<file path="config.mk">
export PLATFORM = sky130hd
export DESIGN_NAME = weekly_window_trigger_scan_core
export DESIGN_NICKNAME = d
export VERILOG_FILES = /design/src/hdl/wwts_pkg.sv /design/src/hdl/wwts_divider.sv /design/src/hdl/wwts_table.sv /design/src/hdl/weekly_window_trigger_scan_core.sv
export SDC_FILE = /design/constraint.sdc
export NUM_CORES = 2
export LEC_CHECK = 0
export BUFFER_PORTS_ARGS = -buffer_cell sky130_fd_sc_hd__buf_2
export CELL_PAD_IN_SITES_DETAIL_PLACEMENT = 0
export CELL_PAD_IN_SITES_GLOBAL_PLACEMENT = 1
export CORE_MARGIN = 10
export CORE_UTILIZATION = 53
export CTS_BUF_LIST = sky130_fd_sc_hd__clkbuf_8 sky130_fd_sc_hd__clkbuf_16
export DETAILED_ROUTE_END_ITERATION = 12
export PLACE_DENSITY_LB_ADDON = 0.15
export SYNTH_ARGS = -nofsm -noshare
export SYNTH_HDL_FRONTEND = slang
export SYNTH_HIERARCHICAL = 1
export SYNTH_SLANG_ARGS = --single-unit
</file>
<file path="constraint.sdc">
create_clock -name clk -period 8.84 [get_ports clk]
set_clock_uncertainty 0.2 [all_clocks]
set_input_delay 1.326 -clock clk [delete_from_list [all_inputs] [get_ports clk]]
set_output_delay 1.326 -clock clk [all_outputs]
set_load 0.01 [all_outputs]
</file>
<file path="src/hdl/wwts_pkg.sv">
// ----------------------------------------------------------------------------
// Weekly window trigger scan: shared package
// Field widths, stream packing offsets, table entry layout and the
// request/response bundles of the serial remainder unit.
// ----------------------------------------------------------------------------
package wwts_pkg;

  // Time of day in seconds, and the same value grown by one carry bit.
  localparam int TIME_W = 17;
  localparam int WIDE_W = TIME_W + 1;
  localparam int MASK_W = 7;
  localparam int IDX_IN_W = 4;
  localparam int WDAY_W = 3;
  localparam int COUNT_W = 5;
  localparam int FLAGS_OUT_W = 16;

  // Item kinds carried on tuser.
  localparam logic KIND_WRITE = 1'b0;
  localparam logic KIND_EVAL  = 1'b1;

  // Input tdata layout, lowest bit first.
  localparam int IN_IDX_LO    = 0;
  localparam int IN_BEGIN_LO  = IN_IDX_LO + IDX_IN_W;
  localparam int IN_PERIOD_LO = IN_BEGIN_LO + TIME_W;
  localparam int IN_ACTIVE_LO = IN_PERIOD_LO + TIME_W;
  localparam int IN_MASK_LO   = IN_ACTIVE_LO + TIME_W;
  localparam int IN_INV_LO    = IN_MASK_LO + MASK_W;
  localparam int IN_NOW_LO    = IN_INV_LO + 1;
  localparam int IN_WDAY_LO   = IN_NOW_LO + TIME_W;
  localparam int IN_USED_W    = IN_WDAY_LO + WDAY_W;
  localparam int IN_DATA_W    = ((IN_USED_W + 7) / 8) * 8;

  // Output tdata layout, lowest bit first.
  localparam int OUT_MASK_LO  = 0;
  localparam int OUT_NEXT_LO  = OUT_MASK_LO + FLAGS_OUT_W;
  localparam int OUT_USED_W   = OUT_NEXT_LO + TIME_W;
  localparam int OUT_DATA_W   = ((OUT_USED_W + 7) / 8) * 8;

  // One trigger table entry.
  typedef struct packed {
    logic [TIME_W-1:0] begin_time;
    logic [TIME_W-1:0] period_length;
    logic [TIME_W-1:0] active_length;
    logic [MASK_W-1:0] week_mask;
    logic              invert;
  } entry_t;

  // Remainder unit request and response.
  typedef struct packed {
    logic              start;
    logic [TIME_W-1:0] dividend;
    logic [TIME_W-1:0] divisor;
  } div_req_t;

  typedef struct packed {
    logic              done;
    logic [TIME_W-1:0] rem;
  } div_rsp_t;

endpackage

</file>
<file path="src/hdl/wwts_divider.sv">
// ----------------------------------------------------------------------------
// Weekly window trigger scan: serial remainder unit
// Restoring division, one dividend bit per cycle; only the remainder is kept.
// ----------------------------------------------------------------------------
module wwts_divider (
  input  logic              clk,
  input  logic              rst,
  input  wwts_pkg::div_req_t req,
  output wwts_pkg::div_rsp_t rsp
);

  localparam int STEP_W = $clog2(wwts_pkg::TIME_W + 1);

  logic [wwts_pkg::TIME_W-1:0] quo;
  logic [wwts_pkg::TIME_W-1:0] divisor;
  logic [wwts_pkg::TIME_W-1:0] rem;
  logic [STEP_W-1:0]           steps;
  logic                        busy;
  logic                        done;

  logic [wwts_pkg::WIDE_W-1:0] trial;
  logic [wwts_pkg::WIDE_W-1:0] trial_diff;
  logic                        trial_fits;

  // Shift the next dividend bit into the partial remainder and try a subtract.
  always_comb begin
    trial      = {rem, quo[wwts_pkg::TIME_W-1]};
    trial_diff = trial - {1'b0, divisor};
    trial_fits = trial >= {1'b0, divisor};
  end

  always_ff @(posedge clk) begin
    if (rst) begin
      busy  <= 1'b0;
      done  <= 1'b0;
      steps <= '0;
    end else begin
      done <= 1'b0;
      if (req.start) begin
        quo     <= req.dividend;
        divisor <= req.divisor;
        rem     <= '0;
        steps   <= STEP_W'(wwts_pkg::TIME_W);
        busy    <= 1'b1;
      end else if (busy) begin
        quo   <= {quo[wwts_pkg::TIME_W-2:0], 1'b0};
        rem   <= trial_fits ? trial_diff[wwts_pkg::TIME_W-1:0]
                            : trial[wwts_pkg::TIME_W-1:0];
        steps <= steps - 1'b1;
        if (steps == STEP_W'(1)) begin
          busy <= 1'b0;
          done <= 1'b1;
        end
      end
    end
  end

  assign rsp.done = done;
  assign rsp.rem  = rem;

endmodule

</file>
<file path="src/hdl/wwts_table.sv">
// ----------------------------------------------------------------------------
// Weekly window trigger scan: trigger table memory
// One write port and one read port with registered read data.
// ----------------------------------------------------------------------------
module wwts_table #(
  parameter int ENTRIES = 16,
  parameter int IDX_W   = 4
) (
  input  logic                 clk,
  input  logic                 we,
  input  logic [IDX_W-1:0]     waddr,
  input  wwts_pkg::entry_t     wdata,
  input  logic [IDX_W-1:0]     raddr,
  output wwts_pkg::entry_t     rdata
);

  wwts_pkg::entry_t mem [ENTRIES];

  // Write port.
  always_ff @(posedge clk) begin
    if (we) begin
      mem[waddr] <= wdata;
    end
  end

  // Registered read port.
  always_ff @(posedge clk) begin
    rdata <= mem[raddr];
  end

endmodule

</file>
<file path="src/hdl/weekly_window_trigger_scan_core.sv">
// ----------------------------------------------------------------------------
// Weekly window trigger scan core
// Holds a table of time-of-day triggers and scans it on an evaluate item,
// updating the flags of matching entries (not repeating ones yet to begin) and finding the next window edge.
// ----------------------------------------------------------------------------
// Sequence: a write item, or an evaluate item with no entry in use, goes straight to the done
// state; each scanned entry passes through the read and check states (skipped, once-daily or
// not begun), or also through the serial remainder, start and finish states (repeating).
// Throughput: one item at a time, next accepted in the cycle after its result is registered,
// even while that result waits on the output.
// Reset (rst, synchronous) clears flags, entry count and handshakes; table is undefined.
module weekly_window_trigger_scan_core #(
  parameter int ENTRIES         = 16,
  parameter int SECONDS_PER_DAY = 86400
) (
  input  logic                             clk,
  input  logic                             rst,
  input  logic                             s_axis_tvalid,
  output logic                             s_axis_tready,
  // entry_index, begin_time, period_length, active_length, week_mask,
  // invert, now_seconds, weekday (lowest bit first), zero padded
  input  logic [wwts_pkg::IN_DATA_W-1:0]   s_axis_tdata,
  // kind
  input  logic                             s_axis_tuser,
  output logic                             m_axis_tvalid,
  input  logic                             m_axis_tready,
  // active_mask, next_event (lowest bit first), zero padded
  output logic [wwts_pkg::OUT_DATA_W-1:0]  m_axis_tdata,
  input  logic                             cfg_we,
  input  logic [wwts_pkg::COUNT_W-1:0]     cfg_wdata
);

  localparam int IDX_W = (ENTRIES > 1) ? $clog2(ENTRIES) : 1;
  localparam int CNT_W = $clog2(ENTRIES + 1);
  localparam logic [8:0] ENTRIES9 = 9'(ENTRIES);
  localparam logic [wwts_pkg::WIDE_W-1:0] DAY = wwts_pkg::WIDE_W'(SECONDS_PER_DAY);

  typedef enum logic [2:0] {
    ST_IDLE,
    ST_READ,
    ST_CHECK,
    ST_DIV,
    ST_START,
    ST_FINISH,
    ST_DONE
  } state_t;

  state_t state;

  // Input fields.
  logic [wwts_pkg::IDX_IN_W-1:0] in_index;
  wwts_pkg::entry_t              in_entry;
  logic [wwts_pkg::TIME_W-1:0]   in_now;
  logic [wwts_pkg::WDAY_W-1:0]   in_wday;

  assign in_index               = s_axis_tdata[wwts_pkg::IN_IDX_LO +: wwts_pkg::IDX_IN_W];
  assign in_entry.begin_time    = s_axis_tdata[wwts_pkg::IN_BEGIN_LO +: wwts_pkg::TIME_W];
  assign in_entry.period_length = s_axis_tdata[wwts_pkg::IN_PERIOD_LO +: wwts_pkg::TIME_W];
  assign in_entry.active_length = s_axis_tdata[wwts_pkg::IN_ACTIVE_LO +: wwts_pkg::TIME_W];
  assign in_entry.week_mask     = s_axis_tdata[wwts_pkg::IN_MASK_LO +: wwts_pkg::MASK_W];
  assign in_entry.invert        = s_axis_tdata[wwts_pkg::IN_INV_LO];
  assign in_now                 = s_axis_tdata[wwts_pkg::IN_NOW_LO +: wwts_pkg::TIME_W];
  assign in_wday                = s_axis_tdata[wwts_pkg::IN_WDAY_LO +: wwts_pkg::WDAY_W];

  // Working registers.
  logic [wwts_pkg::COUNT_W-1:0]  entry_count;
  logic [ENTRIES-1:0]            flags;
  logic [wwts_pkg::TIME_W-1:0]   now;
  logic [wwts_pkg::WDAY_W-1:0]   wday;
  logic [CNT_W-1:0]              scan_idx;
  logic [CNT_W-1:0]              scan_count;
  logic [wwts_pkg::WIDE_W-1:0]   best;
  logic [wwts_pkg::TIME_W-1:0]   win_start;
  logic [wwts_pkg::WIDE_W-1:0]   win_end;
  logic [wwts_pkg::WIDE_W-1:0]   next_start;
  logic                          div_start;
  logic [wwts_pkg::TIME_W-1:0]   div_dividend;
  logic [wwts_pkg::TIME_W-1:0]   div_divisor;
  logic                          out_valid;
  logic [wwts_pkg::FLAGS_OUT_W-1:0] out_mask;
  logic [wwts_pkg::TIME_W-1:0]   out_next;

  // Table write address and range check.
  logic [8:0]       wr_idx9;
  logic             wr_en;
  logic [IDX_W-1:0] wr_addr;
  logic             accept;

  assign accept  = s_axis_tvalid && s_axis_tready;
  assign wr_idx9 = 9'(in_index);
  assign wr_addr = wr_idx9[IDX_W-1:0];
  assign wr_en   = accept && (s_axis_tuser == wwts_pkg::KIND_WRITE) && (wr_idx9 < ENTRIES9);

  wwts_pkg::entry_t ent;

  wwts_table #(
    .ENTRIES (ENTRIES),
    .IDX_W   (IDX_W)
  ) u_table (
    .clk   (clk),
    .we    (wr_en),
    .waddr (wr_addr),
    .wdata (in_entry),
    .raddr (scan_idx[IDX_W-1:0]),
    .rdata (ent)
  );

  // Shared remainder unit.
  wwts_pkg::div_req_t div_req;
  wwts_pkg::div_rsp_t div_rsp;

  assign div_req.start    = div_start;
  assign div_req.dividend = div_dividend;
  assign div_req.divisor  = div_divisor;

  wwts_divider u_div (
    .clk (clk),
    .rst (rst),
    .req (div_req),
    .rsp (div_rsp)
  );

  // Scan count, saturated to the table size.
  logic [8:0]       count9;
  logic [CNT_W-1:0] count_sat;

  assign count9    = 9'(entry_count);
  assign count_sat = (count9 > ENTRIES9) ? ENTRIES9[CNT_W-1:0] : count9[CNT_W-1:0];

  // Per-entry decisions for the current table word.
  logic [wwts_pkg::MASK_W-1:0]  wday_bit;
  logic                         day_match;
  logic [wwts_pkg::WIDE_W-1:0]  once_end;
  logic                         once_open;
  logic                         once_has;
  logic [wwts_pkg::WIDE_W-1:0]  once_cand;
  logic [wwts_pkg::WIDE_W-1:0]  begin_w;
  logic                         before_begin;
  logic                         rep_open;
  logic [wwts_pkg::WIDE_W-1:0]  rep_cand;
  logic [CNT_W-1:0]             scan_idx_inc;
  logic                         scan_last;

  always_comb begin
    wday_bit     = wwts_pkg::MASK_W'(8'b1 << wday);
    day_match    = |(ent.week_mask & wday_bit);
    begin_w      = {1'b0, ent.begin_time};
    once_end     = begin_w + {1'b0, ent.active_length};
    once_open    = (ent.begin_time <= now) && ({1'b0, now} < once_end);
    before_begin = now < ent.begin_time;
    once_has     = once_open || before_begin;
    once_cand    = once_open ? once_end : begin_w;
    rep_open     = {1'b0, now} < win_end;
    rep_cand     = rep_open ? win_end : next_start;
    scan_idx_inc = scan_idx + 1'b1;
    scan_last    = scan_idx_inc == scan_count;
  end

  // Shown flags: only the first sixteen entries reach the output.
  logic [wwts_pkg::FLAGS_OUT_W-1:0] shown_flags;

  for (genvar g = 0; g < wwts_pkg::FLAGS_OUT_W; g++) begin : g_shown
    if (g < ENTRIES) begin : g_have
      assign shown_flags[g] = flags[g];
    end else begin : g_none
      assign shown_flags[g] = 1'b0;
    end
  end

  // Sequencer, working registers and output register.
  always_ff @(posedge clk) begin
    if (rst) begin
      state       <= ST_IDLE;
      out_valid   <= 1'b0;
      flags       <= '0;
      entry_count <= '0;
      div_start   <= 1'b0;
    end else begin
      if (cfg_we) begin
        entry_count <= cfg_wdata;
      end
      // The result register loads in the done state when free and clears once taken.
      if (state == ST_DONE && (!out_valid || m_axis_tready)) begin
        out_valid <= 1'b1;
      end else if (out_valid && m_axis_tready) begin
        out_valid <= 1'b0;
      end

      case (state)
        ST_IDLE: begin
          if (s_axis_tvalid) begin
            now        <= in_now;
            wday       <= in_wday;
            scan_idx   <= '0;
            scan_count <= count_sat;
            best       <= DAY;
            if (s_axis_tuser == wwts_pkg::KIND_WRITE || count_sat == '0) begin
              state <= ST_DONE;
            end else begin
              state <= ST_READ;
            end
          end
        end

        ST_READ: begin
          state <= ST_CHECK;
        end

        ST_CHECK: begin
          if (day_match && ent.period_length != '0 && !before_begin) begin
            // Repeating window already started: find the phase in the period.
            div_dividend <= now - ent.begin_time;
            div_divisor  <= ent.period_length;
            div_start    <= 1'b1;
            state        <= ST_DIV;
          end else begin
            if (day_match && ent.period_length == '0) begin
              flags[scan_idx[IDX_W-1:0]] <= ent.invert ^ once_open;
              if (once_has && once_cand < best) begin
                best <= once_cand;
              end
            end else if (day_match && begin_w < best) begin
              // Repeating window not yet begun: flag kept, begin is the edge.
              best <= begin_w;
            end
            scan_idx <= scan_idx_inc;
            state    <= scan_last ? ST_DONE : ST_READ;
          end
        end

        ST_DIV: begin
          div_start <= 1'b0;
          if (div_rsp.done) begin
            win_start <= now - div_rsp.rem;
            state     <= ST_START;
          end
        end

        ST_START: begin
          win_end    <= {1'b0, win_start} + {1'b0, ent.active_length};
          next_start <= {1'b0, win_start} + {1'b0, ent.period_length};
          state      <= ST_FINISH;
        end

        ST_FINISH: begin
          flags[scan_idx[IDX_W-1:0]] <= ent.invert ^ rep_open;
          if (rep_cand < best) begin
            best <= rep_cand;
          end
          scan_idx <= scan_idx_inc;
          state    <= scan_last ? ST_DONE : ST_READ;
        end

        ST_DONE: begin
          if (!out_valid || m_axis_tready) begin
            out_mask  <= shown_flags;
            out_next  <= (best >= DAY) ? '0 : best[wwts_pkg::TIME_W-1:0];
            state     <= ST_IDLE;
          end
        end

        default: begin
          state <= ST_IDLE;
        end
      endcase
    end
  end

  assign s_axis_tready = (state == ST_IDLE);
  assign m_axis_tvalid = out_valid;
  assign m_axis_tdata  = wwts_pkg::OUT_DATA_W'({out_next, out_mask});

endmodule

</file>
==> impl.org <==
** Yosys
- The number of different library cells used by synthesis comes to 86.
- During synthesis, Yosys emitted a total of 6 warnings.
- The most used flip-flop cell after synthesis is edfxtp_1.
- In this run, synthesis produced a sequential element count of 1255.
- Share of Yosys cell area claimed by the top area cell type :: between 60% and 70%
- By area the synthesized netlist is led by edfxtp_1, mux4_2, ha_1.
- Cell count after synthesis :: 3123
- After synthesis, flip-flops and latches occupy 69.34% of the total area.
- In this run the mean area of a mapped cell was 16.98 um^2.
- The synthesized design spends more area on one cell type than any other, namely edfxtp_1.
- Counting flops with a built-in enable in the synthesized netlist gives 1163.
- In the synthesized netlist the async set-or-reset flop fraction comes to 0%.
- Netlist Area Pre-Place :: 53020 um^2

** Timing
- Setup_tns :: 0 ns
- Timing would allow up to 131.3 MHz.
- Setup violations remaining at the end of the flow were counted as 0.
- The final critical path takes up 86.17% of the cycle.
- Fin Hold WS :: between 0.2 and 0.25 ns
- Setup repair after global routing missed its margin :: false
- Final Critical Period :: around 7.6 ns
- At the pin with the least slew margin, the transition time is 1.117 ns.
- Max-slew violation count :: 0
- In this run the tightest slew margin relative to its limit is 25.38%.
- The number of hold-slack violations in the final timing report is 0.

** GRT
- Antenna violations before repair :: 21
- First-pass GRT wire length :: ~200000 um
- Global routing used 23.38% of the available tracks across all layers.
- Maximum number of pins on one net before global-route repair :: 92
- Congestion Overflow GR :: 0
- The number of global-route vias before repair is 29750.

** Detailed routing
- The final layout contains routed wiring with a total length of roughly 130000 um.
- DRC violations left :: 0
- The detailed router finished its first iteration with 2726 violations.
- Before antenna repair, the detailed router went through 5 iterations.
- ANT nets after route :: 0
- The routed layout has 29070 vias.
- Vias per cell :: 6.155
- Drt wl/cell :: approximately 28 um

** Power
- Net switching is 32.82% of the power.
- Sequential cells account for 39.4% of the total power.
- Internal power component :: 12.60 mW
- The share of total power dissipated in the clock network is between 20% and 30%.
- VDD sags by at most 0.1900 mV.
- In this run the static leakage power is 20.69 nW.
- The analysis attributes to net switching a power of 6.153 mW.
- Relative contribution of combinational cells to total power :: a little under a third
- Power per cell area :: 314.0 nW/um^2

** Cells and area
- Fraction of layout instances using a drive strength above 1 :: 20.03%
- The count of cells in the finished layout, fillers not included, comes to around 4700.
- Net count, final :: 3616
- Area Overhead vs Synth :: 12.63%

** Setup path
- At the worst endpoint, the arrival time is 7.83 ns.
- WP data required :: approximately 9.1 ns
- Cell type of the slowest stage on the worst timing path :: o21ai_4
- CP startpoint kind :: flop
- Register-to-register path setup slack :: about 1.2 ns
- The kind of cell with the highest combined delay along the critical path is compound AO/OA/AOI/OAI gates.
- Highest net fanout along the worst path :: 37
- The most numerous cell type found on the critical path is ha_1.
- The worst setup path is of the reg2reg kind.
- The worst setup path is captured at a flop.
- Critical path's largest stage delay :: around 0.73 ns
- Together, buffers and inverters on the worst path number 2.

** Clock network
- Total clock buffers created by CTS :: between 100 and 150
- Clock Tree Root :: clkbuf_16
- Clock tree from TritonCTS :: built
- Max Buffers Root-to-Sink :: 3
- Clock sinks :: 1255
- Clock latency on the worst-skew pair, taken at its later pin, is 0.75 ns.
- Post-CTS setup buffer count :: 0
- Hold-fix buffers, CTS :: 0
- Clock-pin slew of the registers on the worst-case setup and hold paths :: 0.06 ns
- Post-cts sizing count :: 0
- Total number of H-tree levels :: 4

** Hold path
- Hold Crit Class :: reg2reg

** Floorplanning
- Std-Cell Core Area :: 98850 um^2
- In this run the vertical extent of the chip is 336.3 um.
- The initialized floorplan defines 115 standard-cell rows.
- The die is 336.3 um wide.
- Starting Density :: 53.64%
- Die area :: between 100000 and 150000 um^2
- Pin placement for this block handled about 140 I/O pins.

** Placed design
- Placed cell count :: 4474
- Buffers placed on the I/O ports in this run total 128.
- Gpl congestion :: 0.8697
- Summed over all nets, the half-perimeter wirelength after detailed placement is slightly above 80000 um.

** Status
- Status :: finished clean

** Run
- Number of maximum-capacitance constraint violations :: 0
## cell usage after synthesis (all sizes together) (55+ instances only)
cell / count
edfxtp: 1163
inv: 135
xnor2: 66
mux4: 237
dfxtp: 92
clkbuf: 72
nor2: 106
buf: 55
nand2: 178
a21oi: 130
ha: 189
o21ai: 101
a22oi: 119
## power by group through the flow
stage	clock network, mW	registers, mW	logic [mW]
CTS	5.59	7.40	5.88
detailed placement	0	7.52	5.85
global placement	0	7.50	5.77
finish	5.50	7.40	5.86
global route	5.83	7.43	6.47
floorplan	0	7.28	4.31
## flip-flops by register name (all words and copies together) (netlist names), 3 cells and up
name and flops:
u_table/mem 944, u_table/rdata 59, best 18, next_start 18
win_end 18, div_dividend 17, div_divisor 17, now 17
out_next 17, u_div/divisor 17, u_div/quo 17, u_div/rem 17
win_start 17, flags 16, out_mask 16, entry_count 5
scan_count 5, scan_idx 5, u_div/steps 5, state 3
wday 3
## worst reg2reg max path: stages (launching register included)
cell       delay (ns)
dfxtp_1          0.55
ha_1             0.31
a21oi_1          0.25
a2bb2oi_1        0.46
a211oi_2         0.19
or2_2            0.35
a221o_1          0.33
a21oi_1          0.18
xnor2_1          0.19
inv_1            0.10
ha_1             0.30
nand4_1          0.09
nor3_1           0.22
a211oi_2         0.14
o21ai_4          0.73
o21ai_0          0.29
ha_1             0.35
nand3_1          0.11
nor3_1           0.07
a221oi_1         0.23
o21ai_0          0.14
a21o_1           0.18
a21boi_0         0.18
o211a_1          0.16
nand4b_1         0.11
nor3_2           0.56
buf_4            0.33
## metrics by stage
stage / worst slack [ns] / utilization, % / power (mW) / instance area [um^2]
6_report: 1.223 / 60.41 / 18.75 / 59720
4_1_cts: 1.233 / 60.40 / 18.87 / 59700
3_3_place_gp: 1.256 / 55.94 / 13.27 / 55300
2_1_floorplan: 1.940 / - / 11.60 / 53050
3_5_place_dp: 1.265 / 55.94 / 13.37 / 55300
5_1_grt: 0.7103 / 60.40 / 19.72 / 59710
## layout make-up
class	count	area, um^2
multi-input combinational	1612	15330
antenna	6	15.01
clock buffer	145	3550
clock inverter	97	853.3
timing repair buffer	185	1094
inverter	135	506.7
fill	7237	39130
tap	1287	1610
sequential	1255	36770
## path summary, 6_finish.rpt
check,from,to,depth (start not counted)
max,u_table/rdata[43],best[14],26
min,div_divisor[8],u_div/divisor[8],0
max reg2reg,u_table/rdata[43],best[14],26
min reg2reg,div_divisor[8],u_div/divisor[8],0
## per-layer routing
layer | track usage, % | part of all wire, % | vias to the layer above
met2 | 38.40 | 49 | 1024
met5 | 0 | 0.10 | -
met4 | 7.864 | 3.1 | 22
met1 | 31.15 | 41 | 14940
li1 | - | - | 12850
met3 | 4.665 | 6.8 | 233
## layout by cell type (no fill, tap or decap), types with 91 or more instances in the layout
cell | Yosys | final
a21oi_1 | 128 | 128
a22oi_1 | 119 | 119
buf_2 | 32 | 128
clkbuf_16 | 0 | 138
dfxtp_1 | 92 | 92
edfxtp_1 | 1163 | 1163
ha_1 | 189 | 189
inv_1 | 135 | 168
mux4_2 | 237 | 237
nand2_1 | 177 | 177
nor2_1 | 106 | 91
o21ai_0 | 100 | 100
## cell families (layout without fill, tap and decap cells)
logic type	Yosys count	count (layout)	share of synthesized area, %
other cells	1	13	0.007072
simple gates	501	501	4.590
mux	280	280	10.94
buf+inv	262	562	2.121
xor+xnor	86	86	1.435
compound gates	543	543	6.881
flops	1255	1255	69.34
fa+ha+maj	195	195	4.686
(Power assumes the default switching activity.)
